### src/hw/rtl/sdu_pkg.sv
// ----------------------------------------------------------------------------
// sdu_pkg
// Shared types, character codes and helpers of the SMTP data dot unstuffer.
// ----------------------------------------------------------------------------
package sdu_pkg;

  // Character codes seen by the matcher
  localparam logic [7:0] CharCr  = 8'h0D;
  localparam logic [7:0] CharLf  = 8'h0A;
  localparam logic [7:0] CharDot = 8'h2E;

  // Reset value of the chunk length register
  localparam logic [15:0] ChunkLimitReset = 16'd30000;

  // Default depth of the command queue between front and back
  localparam int unsigned SduQueueDepth = 4;

  // Line matcher state
  typedef enum logic [2:0] {
    MatchIdle,
    MatchCr,
    MatchCrLf,
    MatchDot,
    MatchDotCr
  } match_state_e;

  // What the back end has to emit for one input byte
  typedef enum logic [2:0] {
    OpByte,       // the byte itself
    OpDot,        // a single dot (doubled dot collapsed)
    OpDotByte,    // held dot, then the byte
    OpDotCrByte,  // held dot and CR, then the byte
    OpMsgEnd      // terminator marker, no byte
  } emit_op_e;

  typedef struct packed {
    emit_op_e    op;
    logic [7:0]  data;
    logic        clr;   // clear chunk count before the first result
  } emit_cmd_t;

  // Number of results an operation expands to
  function automatic logic [1:0] run_len(emit_op_e op);
    logic [1:0] len;
    case (op)
      OpDotByte:   len = 2'd2;
      OpDotCrByte: len = 2'd3;
      default:     len = 2'd1;
    endcase
    return len;
  endfunction

endpackage

### src/hw/rtl/sdu_ifs.sv
// ----------------------------------------------------------------------------
// sdu_ifs
// Valid/ready channel interfaces: input bytes, results and chunk limit writes.
// ----------------------------------------------------------------------------
interface sdu_in_if;
  logic       valid;
  logic       ready;
  logic [7:0] data_byte;
  logic       new_message;

  modport source (output valid, data_byte, new_message, input ready);
  modport sink   (input valid, data_byte, new_message, output ready);
endinterface

interface sdu_out_if;
  logic       valid;
  logic       ready;
  logic [7:0] out_byte;
  logic       byte_valid;
  logic       chunk_end;
  logic       message_end;
  logic       last_of_run;

  modport source (output valid, out_byte, byte_valid, chunk_end, message_end,
                  last_of_run, input ready);
  modport sink   (input valid, out_byte, byte_valid, chunk_end, message_end,
                  last_of_run, output ready);
endinterface

interface sdu_cfg_if;
  logic        valid;
  logic        ready;
  logic [15:0] chunk_limit;

  modport source (output valid, chunk_limit, input ready);
  modport sink   (input valid, chunk_limit, output ready);
endinterface

### src/hw/rtl/sdu_front.sv
// ----------------------------------------------------------------------------
// sdu_front
// Accepts input bytes, runs the CR LF dot matcher and pushes one emit
// command per byte that causes results.
// ----------------------------------------------------------------------------
module sdu_front
  import sdu_pkg::*;
(
  input  logic       clk_i,
  input  logic       rst_ni,
  sdu_in_if.sink     in_i,
  input  logic       q_full_i,
  output logic       push_o,
  output emit_cmd_t  cmd_o
);

  match_state_e state_q, state_d;
  match_state_e cur_state;
  match_state_e after_state;
  logic [7:0]   c;
  logic         take;

  assign in_i.ready = ~q_full_i;
  assign take       = in_i.valid & in_i.ready;
  assign c          = in_i.data_byte;

  // state after emitting c
  assign after_state = (c == CharCr) ? MatchCr : MatchIdle;
  // a new message restarts the matcher before this byte
  assign cur_state   = in_i.new_message ? MatchIdle : state_q;

  // Next state and command
  always_comb begin
    state_d    = state_q;
    push_o     = 1'b0;
    cmd_o.op   = OpByte;
    cmd_o.data = c;
    cmd_o.clr  = in_i.new_message;
    if (take) begin
      case (cur_state)
        MatchCr: begin
          push_o  = 1'b1;
          state_d = (c == CharLf) ? MatchCrLf : after_state;
        end
        MatchCrLf: begin
          if (c == CharDot) begin
            state_d = MatchDot;
          end else begin
            push_o  = 1'b1;
            state_d = after_state;
          end
        end
        MatchDot: begin
          if (c == CharCr) begin
            state_d = MatchDotCr;
          end else if (c == CharDot) begin
            push_o   = 1'b1;
            cmd_o.op = OpDot;
            state_d  = MatchIdle;
          end else begin
            push_o   = 1'b1;
            cmd_o.op = OpDotByte;
            state_d  = MatchIdle;
          end
        end
        MatchDotCr: begin
          push_o = 1'b1;
          if (c == CharLf) begin
            cmd_o.op = OpMsgEnd;
            state_d  = MatchIdle;
          end else begin
            cmd_o.op = OpDotCrByte;
            state_d  = after_state;
          end
        end
        default: begin
          push_o  = 1'b1;
          state_d = after_state;
        end
      endcase
    end
  end

  // Matcher state register
  always_ff @(posedge clk_i or negedge rst_ni) begin
    if (!rst_ni) begin
      state_q <= MatchIdle;
    end else begin
      state_q <= state_d;
    end
  end

endmodule

### src/hw/rtl/sdu_cmd_queue.sv
// ----------------------------------------------------------------------------
// sdu_cmd_queue
// Small FIFO of emit commands between the matcher and the emitter.
// ----------------------------------------------------------------------------
module sdu_cmd_queue
  import sdu_pkg::*;
#(
  parameter int unsigned Depth = SduQueueDepth
) (
  input  logic       clk_i,
  input  logic       rst_ni,
  input  logic       push_i,
  input  emit_cmd_t  cmd_i,
  output logic       full_o,
  input  logic       pop_i,
  output emit_cmd_t  head_o,
  output logic       empty_o
);

  localparam int unsigned PtrW = (Depth > 1) ? $clog2(Depth) : 1;
  localparam int unsigned CntW = $clog2(Depth + 1);

  emit_cmd_t       mem_q [Depth];
  logic [PtrW-1:0] wr_ptr_q, wr_ptr_d;
  logic [PtrW-1:0] rd_ptr_q, rd_ptr_d;
  logic [CntW-1:0] cnt_q, cnt_d;

  assign full_o  = (cnt_q == CntW'(Depth));
  assign empty_o = (cnt_q == '0);
  assign head_o  = mem_q[rd_ptr_q];

  // Pointer and fill count update
  always_comb begin
    wr_ptr_d = wr_ptr_q;
    rd_ptr_d = rd_ptr_q;
    cnt_d    = cnt_q;
    if (push_i) begin
      wr_ptr_d = (wr_ptr_q == PtrW'(Depth - 1)) ? '0 : wr_ptr_q + 1'b1;
    end
    if (pop_i) begin
      rd_ptr_d = (rd_ptr_q == PtrW'(Depth - 1)) ? '0 : rd_ptr_q + 1'b1;
    end
    if (push_i && !pop_i) begin
      cnt_d = cnt_q + 1'b1;
    end else if (!push_i && pop_i) begin
      cnt_d = cnt_q - 1'b1;
    end
  end

  always_ff @(posedge clk_i or negedge rst_ni) begin
    if (!rst_ni) begin
      wr_ptr_q <= '0;
      rd_ptr_q <= '0;
      cnt_q    <= '0;
    end else begin
      wr_ptr_q <= wr_ptr_d;
      rd_ptr_q <= rd_ptr_d;
      cnt_q    <= cnt_d;
    end
  end

  // Storage
  always_ff @(posedge clk_i) begin
    if (push_i) begin
      mem_q[wr_ptr_q] <= cmd_i;
    end
  end

endmodule

### src/hw/rtl/sdu_back.sv
// ----------------------------------------------------------------------------
// sdu_back
// Expands emit commands into result transfers, one per cycle while the
// output is ready, counts output bytes into chunks and holds the output register.
// ----------------------------------------------------------------------------
module sdu_back
  import sdu_pkg::*;
(
  input  logic        clk_i,
  input  logic        rst_ni,
  input  logic [15:0] chunk_limit_i,
  input  emit_cmd_t   head_i,
  input  logic        empty_i,
  output logic        pop_o,
  sdu_out_if.source   out_o
);

  logic [1:0]  idx_q, idx_d;
  logic [15:0] count_q, count_d;
  logic        valid_q;
  logic [7:0]  byte_q;
  logic        bvalid_q, cend_q, mend_q, last_q;

  logic        load;
  logic        is_last;
  logic [7:0]  byte_sel;
  logic [15:0] base;
  logic [16:0] nxt;
  logic        hit;
  logic        bvalid_d, cend_d, mend_d;

  assign load    = ~empty_i & (~valid_q | out_o.ready);
  assign is_last = (idx_q == run_len(head_i.op) - 2'd1);
  assign pop_o   = load & is_last;
  assign idx_d   = is_last ? 2'd0 : idx_q + 2'd1;

  // Byte of the current result
  always_comb begin
    case (head_i.op)
      OpByte:      byte_sel = head_i.data;
      OpDot:       byte_sel = CharDot;
      OpDotByte:   byte_sel = (idx_q == 2'd0) ? CharDot : head_i.data;
      OpDotCrByte: begin
        if (idx_q == 2'd0) begin
          byte_sel = CharDot;
        end else if (idx_q == 2'd1) begin
          byte_sel = CharCr;
        end else begin
          byte_sel = head_i.data;
        end
      end
      default:     byte_sel = 8'h00;
    endcase
  end

  // Chunk counting
  assign base = (head_i.clr && idx_q == 2'd0) ? 16'd0 : count_q;
  assign nxt  = {1'b0, base} + 17'd1;
  assign hit  = (nxt >= {1'b0, chunk_limit_i});

  always_comb begin
    if (head_i.op == OpMsgEnd) begin
      count_d  = 16'd0;
      bvalid_d = 1'b0;
      cend_d   = 1'b0;
      mend_d   = 1'b1;
    end else begin
      count_d  = hit ? 16'd0 : nxt[15:0];
      bvalid_d = 1'b1;
      cend_d   = hit;
      mend_d   = 1'b0;
    end
  end

  // Control registers
  always_ff @(posedge clk_i or negedge rst_ni) begin
    if (!rst_ni) begin
      idx_q   <= 2'd0;
      count_q <= 16'd0;
      valid_q <= 1'b0;
    end else begin
      if (load) begin
        idx_q   <= idx_d;
        count_q <= count_d;
        valid_q <= 1'b1;
      end else if (out_o.ready) begin
        valid_q <= 1'b0;
      end
    end
  end

  // Output payload register
  always_ff @(posedge clk_i) begin
    if (load) begin
      byte_q   <= byte_sel;
      bvalid_q <= bvalid_d;
      cend_q   <= cend_d;
      mend_q   <= mend_d;
      last_q   <= is_last;
    end
  end

  assign out_o.valid       = valid_q;
  assign out_o.out_byte    = byte_q;
  assign out_o.byte_valid  = bvalid_q;
  assign out_o.chunk_end   = cend_q;
  assign out_o.message_end = mend_q;
  assign out_o.last_of_run = last_q;

endmodule

### src/hw/rtl/smtp_data_dot_unstuffer_unit.sv
// ----------------------------------------------------------------------------
// smtp_data_dot_unstuffer_unit
// SMTP data phase dot unstuffer with CR LF dot CR LF end detection and
// output chunking.
//
//   channel  dir  payload                                        transfer
//   in_i     in   data_byte[7:0], new_message                    valid & ready
//   out_o    out  out_byte[7:0], byte_valid, chunk_end,
//                 message_end, last_of_run                       valid & ready
//   cfg_i    in   chunk_limit[15:0]                              valid & ready
//
// One input byte per cycle enters the matcher; a byte yields zero to three
// results, leaving the output register at one per cycle unless out_o stalls.
// The command queue (QueueDepth entries) absorbs multi-result bytes; input
// stalls only when it is full. The first result of a byte is offered once the
// byte has passed through the command queue and the output register.
// Reset clears matcher state, chunk count and queue; chunk_limit = 30000.
// cfg_i is always ready.
// ----------------------------------------------------------------------------
module smtp_data_dot_unstuffer_unit
  import sdu_pkg::*;
#(
  parameter int unsigned QueueDepth = SduQueueDepth
) (
  input  logic     clk_i,
  input  logic     rst_ni,
  sdu_in_if.sink   in_i,
  sdu_out_if.source out_o,
  sdu_cfg_if.sink  cfg_i
);

  logic        q_push, q_pop, q_full, q_empty;
  emit_cmd_t   q_cmd, q_head;
  logic [15:0] chunk_limit_q;

  // Chunk length register
  assign cfg_i.ready = 1'b1;

  always_ff @(posedge clk_i or negedge rst_ni) begin
    if (!rst_ni) begin
      chunk_limit_q <= ChunkLimitReset;
    end else if (cfg_i.valid && cfg_i.ready) begin
      chunk_limit_q <= cfg_i.chunk_limit;
    end
  end

  // Matcher
  sdu_front u_front (
    .clk_i    (clk_i),
    .rst_ni   (rst_ni),
    .in_i     (in_i),
    .q_full_i (q_full),
    .push_o   (q_push),
    .cmd_o    (q_cmd)
  );

  // Command queue
  sdu_cmd_queue #(
    .Depth (QueueDepth)
  ) u_queue (
    .clk_i   (clk_i),
    .rst_ni  (rst_ni),
    .push_i  (q_push),
    .cmd_i   (q_cmd),
    .full_o  (q_full),
    .pop_i   (q_pop),
    .head_o  (q_head),
    .empty_o (q_empty)
  );

  // Emitter
  sdu_back u_back (
    .clk_i         (clk_i),
    .rst_ni        (rst_ni),
    .chunk_limit_i (chunk_limit_q),
    .head_i        (q_head),
    .empty_i       (q_empty),
    .pop_o         (q_pop),
    .out_o         (out_o)
  );

  // Checks
  a_no_push_full: assert property (@(posedge clk_i) disable iff (!rst_ni)
    q_push |-> !q_full) else $error("command pushed into full queue");

  a_no_pop_empty: assert property (@(posedge clk_i) disable iff (!rst_ni)
    q_pop |-> !q_empty) else $error("command popped from empty queue");

  a_msg_end_form: assert property (@(posedge clk_i) disable iff (!rst_ni)
    (out_o.valid && out_o.message_end) |->
      (out_o.last_of_run && !out_o.byte_valid && !out_o.chunk_end))
    else $error("message end result malformed");

endmodule
### src/flat_wrapper.sv
// flat-port wrapper written by rule: the top's interface ports become plain ports
module smtp_data_dot_unstuffer_unit_flat import sdu_pkg::*;
#(
  parameter int unsigned QueueDepth = SduQueueDepth
)
  (clk_i, rst_ni, in_i_valid, in_i_data_byte, in_i_new_message, in_i_ready, out_o_valid, out_o_out_byte, out_o_byte_valid, out_o_chunk_end, out_o_message_end, out_o_last_of_run, out_o_ready, cfg_i_valid, cfg_i_chunk_limit, cfg_i_ready);
  sdu_in_if in_i_i ();
  sdu_out_if out_o_i ();
  sdu_cfg_if cfg_i_i ();
  input  logic clk_i;
  input  logic rst_ni;
  input wire logic [$bits(in_i_i.valid)-1:0] in_i_valid;
  input wire logic [$bits(in_i_i.data_byte)-1:0] in_i_data_byte;
  input wire logic [$bits(in_i_i.new_message)-1:0] in_i_new_message;
  output wire logic [$bits(in_i_i.ready)-1:0] in_i_ready;
  output wire logic [$bits(out_o_i.valid)-1:0] out_o_valid;
  output wire logic [$bits(out_o_i.out_byte)-1:0] out_o_out_byte;
  output wire logic [$bits(out_o_i.byte_valid)-1:0] out_o_byte_valid;
  output wire logic [$bits(out_o_i.chunk_end)-1:0] out_o_chunk_end;
  output wire logic [$bits(out_o_i.message_end)-1:0] out_o_message_end;
  output wire logic [$bits(out_o_i.last_of_run)-1:0] out_o_last_of_run;
  input wire logic [$bits(out_o_i.ready)-1:0] out_o_ready;
  input wire logic [$bits(cfg_i_i.valid)-1:0] cfg_i_valid;
  input wire logic [$bits(cfg_i_i.chunk_limit)-1:0] cfg_i_chunk_limit;
  output wire logic [$bits(cfg_i_i.ready)-1:0] cfg_i_ready;
  assign in_i_i.valid = in_i_valid;
  assign in_i_i.data_byte = in_i_data_byte;
  assign in_i_i.new_message = in_i_new_message;
  assign in_i_ready = in_i_i.ready;
  assign out_o_valid = out_o_i.valid;
  assign out_o_out_byte = out_o_i.out_byte;
  assign out_o_byte_valid = out_o_i.byte_valid;
  assign out_o_chunk_end = out_o_i.chunk_end;
  assign out_o_message_end = out_o_i.message_end;
  assign out_o_last_of_run = out_o_i.last_of_run;
  assign out_o_i.ready = out_o_ready;
  assign cfg_i_i.valid = cfg_i_valid;
  assign cfg_i_i.chunk_limit = cfg_i_chunk_limit;
  assign cfg_i_ready = cfg_i_i.ready;
  smtp_data_dot_unstuffer_unit #(.QueueDepth(QueueDepth)) u_core (.clk_i(clk_i), .rst_ni(rst_ni), .in_i(in_i_i), .out_o(out_o_i), .cfg_i(cfg_i_i));
endmodule
### config.mk
export PLATFORM = sky130hd
export DESIGN_NAME = smtp_data_dot_unstuffer_unit_flat
export DESIGN_NICKNAME = d
export VERILOG_FILES = /design/src/hw/rtl/sdu_pkg.sv /design/src/hw/rtl/sdu_ifs.sv /design/src/hw/rtl/sdu_front.sv /design/src/hw/rtl/sdu_cmd_queue.sv /design/src/hw/rtl/sdu_back.sv /design/src/hw/rtl/smtp_data_dot_unstuffer_unit.sv /design/src/flat_wrapper.sv
export SDC_FILE = /design/constraint.sdc
export NUM_CORES = 1
export LEC_CHECK = 0
export BUFFER_PORTS_ARGS = -buffer_cell sky130_fd_sc_hd__buf_2
export CAP_MARGIN = 10
export CORE_ASPECT_RATIO = 1.75
export CORE_UTILIZATION = 35
export CTS_BUF_LIST = sky130_fd_sc_hd__clkbuf_2
export CTS_CLUSTER_DIAMETER = 60
export DETAILED_ROUTE_END_ITERATION = 8
export GPL_TIMING_DRIVEN = 0
export PLACE_DENSITY = 0.64
export SETUP_SLACK_MARGIN = 0.4
export SLEW_MARGIN = 20
export SYNTH_ARGS = -nofsm -noshare
export SYNTH_HDL_FRONTEND = slang
export SYNTH_SLANG_ARGS = --single-unit
### constraint.sdc
create_clock -name clk_i -period 6.7 [get_ports clk_i]
set_input_delay 0.335 -clock clk_i [delete_from_list [all_inputs] [get_ports clk_i]]
set_output_delay 0.335 -clock clk_i [all_outputs]
set_load 0.1 [all_outputs]
==> results.sh <==
export IMPL_final_util=0.418
export IMPL_grt_antenna_before_repair=0
export IMPL_vias=3580
export IMPL_cts_root_buf="clkbuf_2"
export IMPL_slew_headroom=0.406
export IMPL_ys_seq_area_frac=0.570
export IMPL_drtPass1Iterations=4
export IMPL_crit_path_start_kind="flop"
export IMPL_cts_tree="done"
export IMPL_mostFrequentLayoutCell="edfxtp_1"
export IMPL_syn_inst=437
export IMPL_fin_crit_ps=5210
export IMPL_synth_area_top_cells="edfxtp_1, dfrtp_1, ha_1, mux4_2, nand2_1"
export IMPL_wl_met1_um=4070
export IMPL_synth_edff_count=60
export IMPL_critPathBufInv=4
export IMPL_fmax_mhz=192
export IMPL_whs_ps=202
export IMPL_final_cell_mix="edfxtp_1, nand2_1, buf_2"
export IMPL_cts_setup_buffers=0
export IMPL_port_buffers=43
export IMPL_io_pins=45
export IMPL_cp_top_family="compound AO/OA/AOI/OAI gates"
export IMPL_slew_violations=0
export IMPL_clkTransAtPathRegs_ps=270
export IMPL_cp_required_ps=7180
export IMPL_top_layer="met4"
export IMPL_cap_violations=0
export IMPL_core_area_um2=14400
export IMPL_fin_skew_ps=31.6
export IMPL_power_density_nw_per_um2=384
export IMPL_wl_met3_um=266
export IMPL_setup_violations=0
export IMPL_rsz0062_at_grt="no"
export IMPL_fin_setup_tns_ps=0
export IMPL_tightest_slew_ps=887
export IMPL_hpwl_um=7750
export IMPL_rows=58
export IMPL_drc_errors=0
export IMPL_async_flop_share=0.429
export IMPL_arrival_ps=5690
export IMPL_area_delta_synth_final_pct=16.4
export IMPL_dieArea_um2=15200
export IMPL_path_max_fanout=10
export IMPL_synthFlopType="edfxtp_1"
export IMPL_n_antenna_cell=0
export IMPL_insertion_delay_ps=590
export IMPL_p_leak_nw=2.38
export IMPL_gr_total_overflow=0
export IMPL_reg2reg_slack_ps=1490
export IMPL_grt_pass1_wl_um=16900
export IMPL_hold_viol=0
export IMPL_synth_area_leader_cell="edfxtp_1"
export IMPL_timing_final_crit_share=0.778
export IMPL_status="finished clean"
export IMPL_wl_met2_um=5920
export IMPL_viasPerCell=5.09
export IMPL_ant_nets=0
export IMPL_clock_sinks=105
export IMPL_slowest_delay_ps=510
export IMPL_synth_area_per_cell_um2=11.8
export IMPL_final_nets=575
export IMPL_dpl_cell_count=660
export IMPL_clk_path_buf_depth=2
export IMPL_drive_gt1_frac=0.181
export IMPL_drt_iter0_drc=235
export IMPL_yosys_register_bits=105
export IMPL_hold_class="input pin to flop"
export IMPL_fp_dieH_um=163
export IMPL_synth_top_cell_area_share=0.350
export IMPL_grt_max_degree=46
export IMPL_cts_resized=0
export IMPL_peakVddDrop_mv=0.148
export IMPL_gr_usage_all_layers=0.145
export IMPL_instances_no_fill=704
export IMPL_crit_path_end_kind="flop"
export IMPL_yosys_warnings=0
export IMPL_gp_congestion=0.850
export IMPL_cp_cell_sequence="inv_1 -> ha_1 -> nand2_1 -> o22ai_2 -> clkbuf_1 -> clkbuf_1 -> nor2_1 -> ha_1 -> nand3_1 -> or2_2 -> nor2_1 -> xnor2_1 -> nor2_1 -> ha_1 -> a21oi_1 -> or2_2 -> a31oi_1 -> a311oi_1 -> nand2_1 -> buf_2 -> o41ai_1"
export IMPL_cts_htree_levels=3
export IMPL_setup_slack_ps=1490
export IMPL_yosysUniqueCellTypes=57
export IMPL_slowest_stage="dfrtp_1"
export IMPL_post_place_ws_ps=1520
export IMPL_cts_made_buffers=9
export IMPL_critPathKind="flop to flop"
export IMPL_synth_cell_area_um2=5150
export IMPL_first_global_vias=3591
export IMPL_syn_num_nets=493
export IMPL_initial_core_util=0.359
export IMPL_wirelength_um=10400
export IMPL_route_detailed_wl_per_inst_um=14.8
export IMPL_die_x_um=93.7
## flip-flops by register name, summed over array words and instances, names as in the netlist
name                             flops
u_core.u_queue.mem_q                48
u_core.chunk_limit_q                16
u_core.u_back.count_q               16
u_core.u_back.out_o.out_byte         8
u_core.u_front.state_q               3
u_core.u_queue.cnt_q                 3
u_core.u_back.idx_q                  2
u_core.u_queue.rd_ptr_q              2
u_core.u_queue.wr_ptr_q              2
u_core.u_back.out_o.byte_valid       1
u_core.u_back.out_o.chunk_end        1
u_core.u_back.out_o.last_of_run      1
u_core.u_back.out_o.message_end      1
u_core.u_back.out_o.valid            1
## routing by layer
layer / vias to the layer above / track usage
met5: - / 0
met4: 0 / 0.0615
met3: 14 / 0.0243
met2: 68 / 0.279
met1: 1750 / 0.149
li1: 1748 / -
## final timing paths
check,end,from,depth (start not counted)
max in group asynchronous,u_core.u_front.state_q[2],rst_ni,2
worst min-delay path,u_core.u_front.state_q[2],in_i_valid,4
worst min register to register,u_core.u_queue.cnt_q[2],u_core.u_queue.cnt_q[2],1
min in group asynchronous,u_core.chunk_limit_q[0],rst_ni,2
worst max register to register,u_core.u_back.count_q[12],u_core.u_back.idx_q[1],21
worst max-delay path,u_core.u_back.count_q[12],u_core.u_back.idx_q[1],21
## tightest hold or removal path: cells and delay by family
kind,cells,cell delay (ps)
buffers and inverters,1,70
AOI/OAI and AO/OA,1,60
and+or+nand+nor,2,290
## where the power goes
group          internal, mW  switching [mW]
registers             0.856          0.0724
clock network        0.0900           0.218
logic                 0.334           0.732
total                  1.28            1.02
## area by class of cell
| class | instances | area (µm²) |
|---|---|---|
| Buffer | 16 | 82.6 |
| Clock buffer | 9 | 45.0 |
| Clock inverter | 7 | 77.6 |
| Fill cell | 1333 | 8370 |
| Inverter | 27 | 101 |
| Multi-Input combinational cell | 289 | 2030 |
| Sequential cell | 105 | 2940 |
| Tap cell | 180 | 225 |
| Timing Repair Buffer | 71 | 498 |
## synth_stat cells (3+ instances only)
library cell   n
edfxtp_1      60
o41ai_1       10
nor2b_1        5
nor2_1        27
nor4_1         3
and3_1         3
xor2_1        12
clkbuf_1      10
or2_2          3
dfstp_2        7
xnor2_1        5
o21a_1         4
ha_1          25
nand2b_1       7
nand4_1        8
a21oi_1       14
and2_1         8
nand2_1       59
o21ai_0       27
nor3_1         3
buf_2          3
mux4_2        11
inv_1         25
dfrtp_1       38
nand3_1       14
## cells by family (layout without fill, tap and decap cells)
logic type               after synthesis  in the layout  synth area share
AND/OR/NAND/NOR                      152            152             0.142
flip-flops                           105            105             0.570
AO/OA/AOI/OAI                         74             74            0.0925
buffers and inverters                 43            130            0.0357
adder cells (fa/ha/maj)               26             26            0.0646
multiplexers                          19             19            0.0660
XOR/XNOR                              17             17            0.0289
other                                  1              1          0.000727
## stage by stage
| step | total power [mW] | instance area, µm² |
|---|---|---|
| after CTS | 2.33 | 6000 |
| after detailed placement | 2.01 | 5600 |
| after floorplan | 1.76 | 5150 |
| after global routing | 2.45 | 6000 |
| after global placement | 1.98 | 5600 |
| final | 2.30 | 6000 |
## timing repair
action | 4_1_cts | 5_1_grt
endpoints found under the hold margin | 91 | 0
hold buffers | 28 | 0
setup endpoints to repair | 0 | 0
Note: power is estimated with default switching activity, not from simulation.
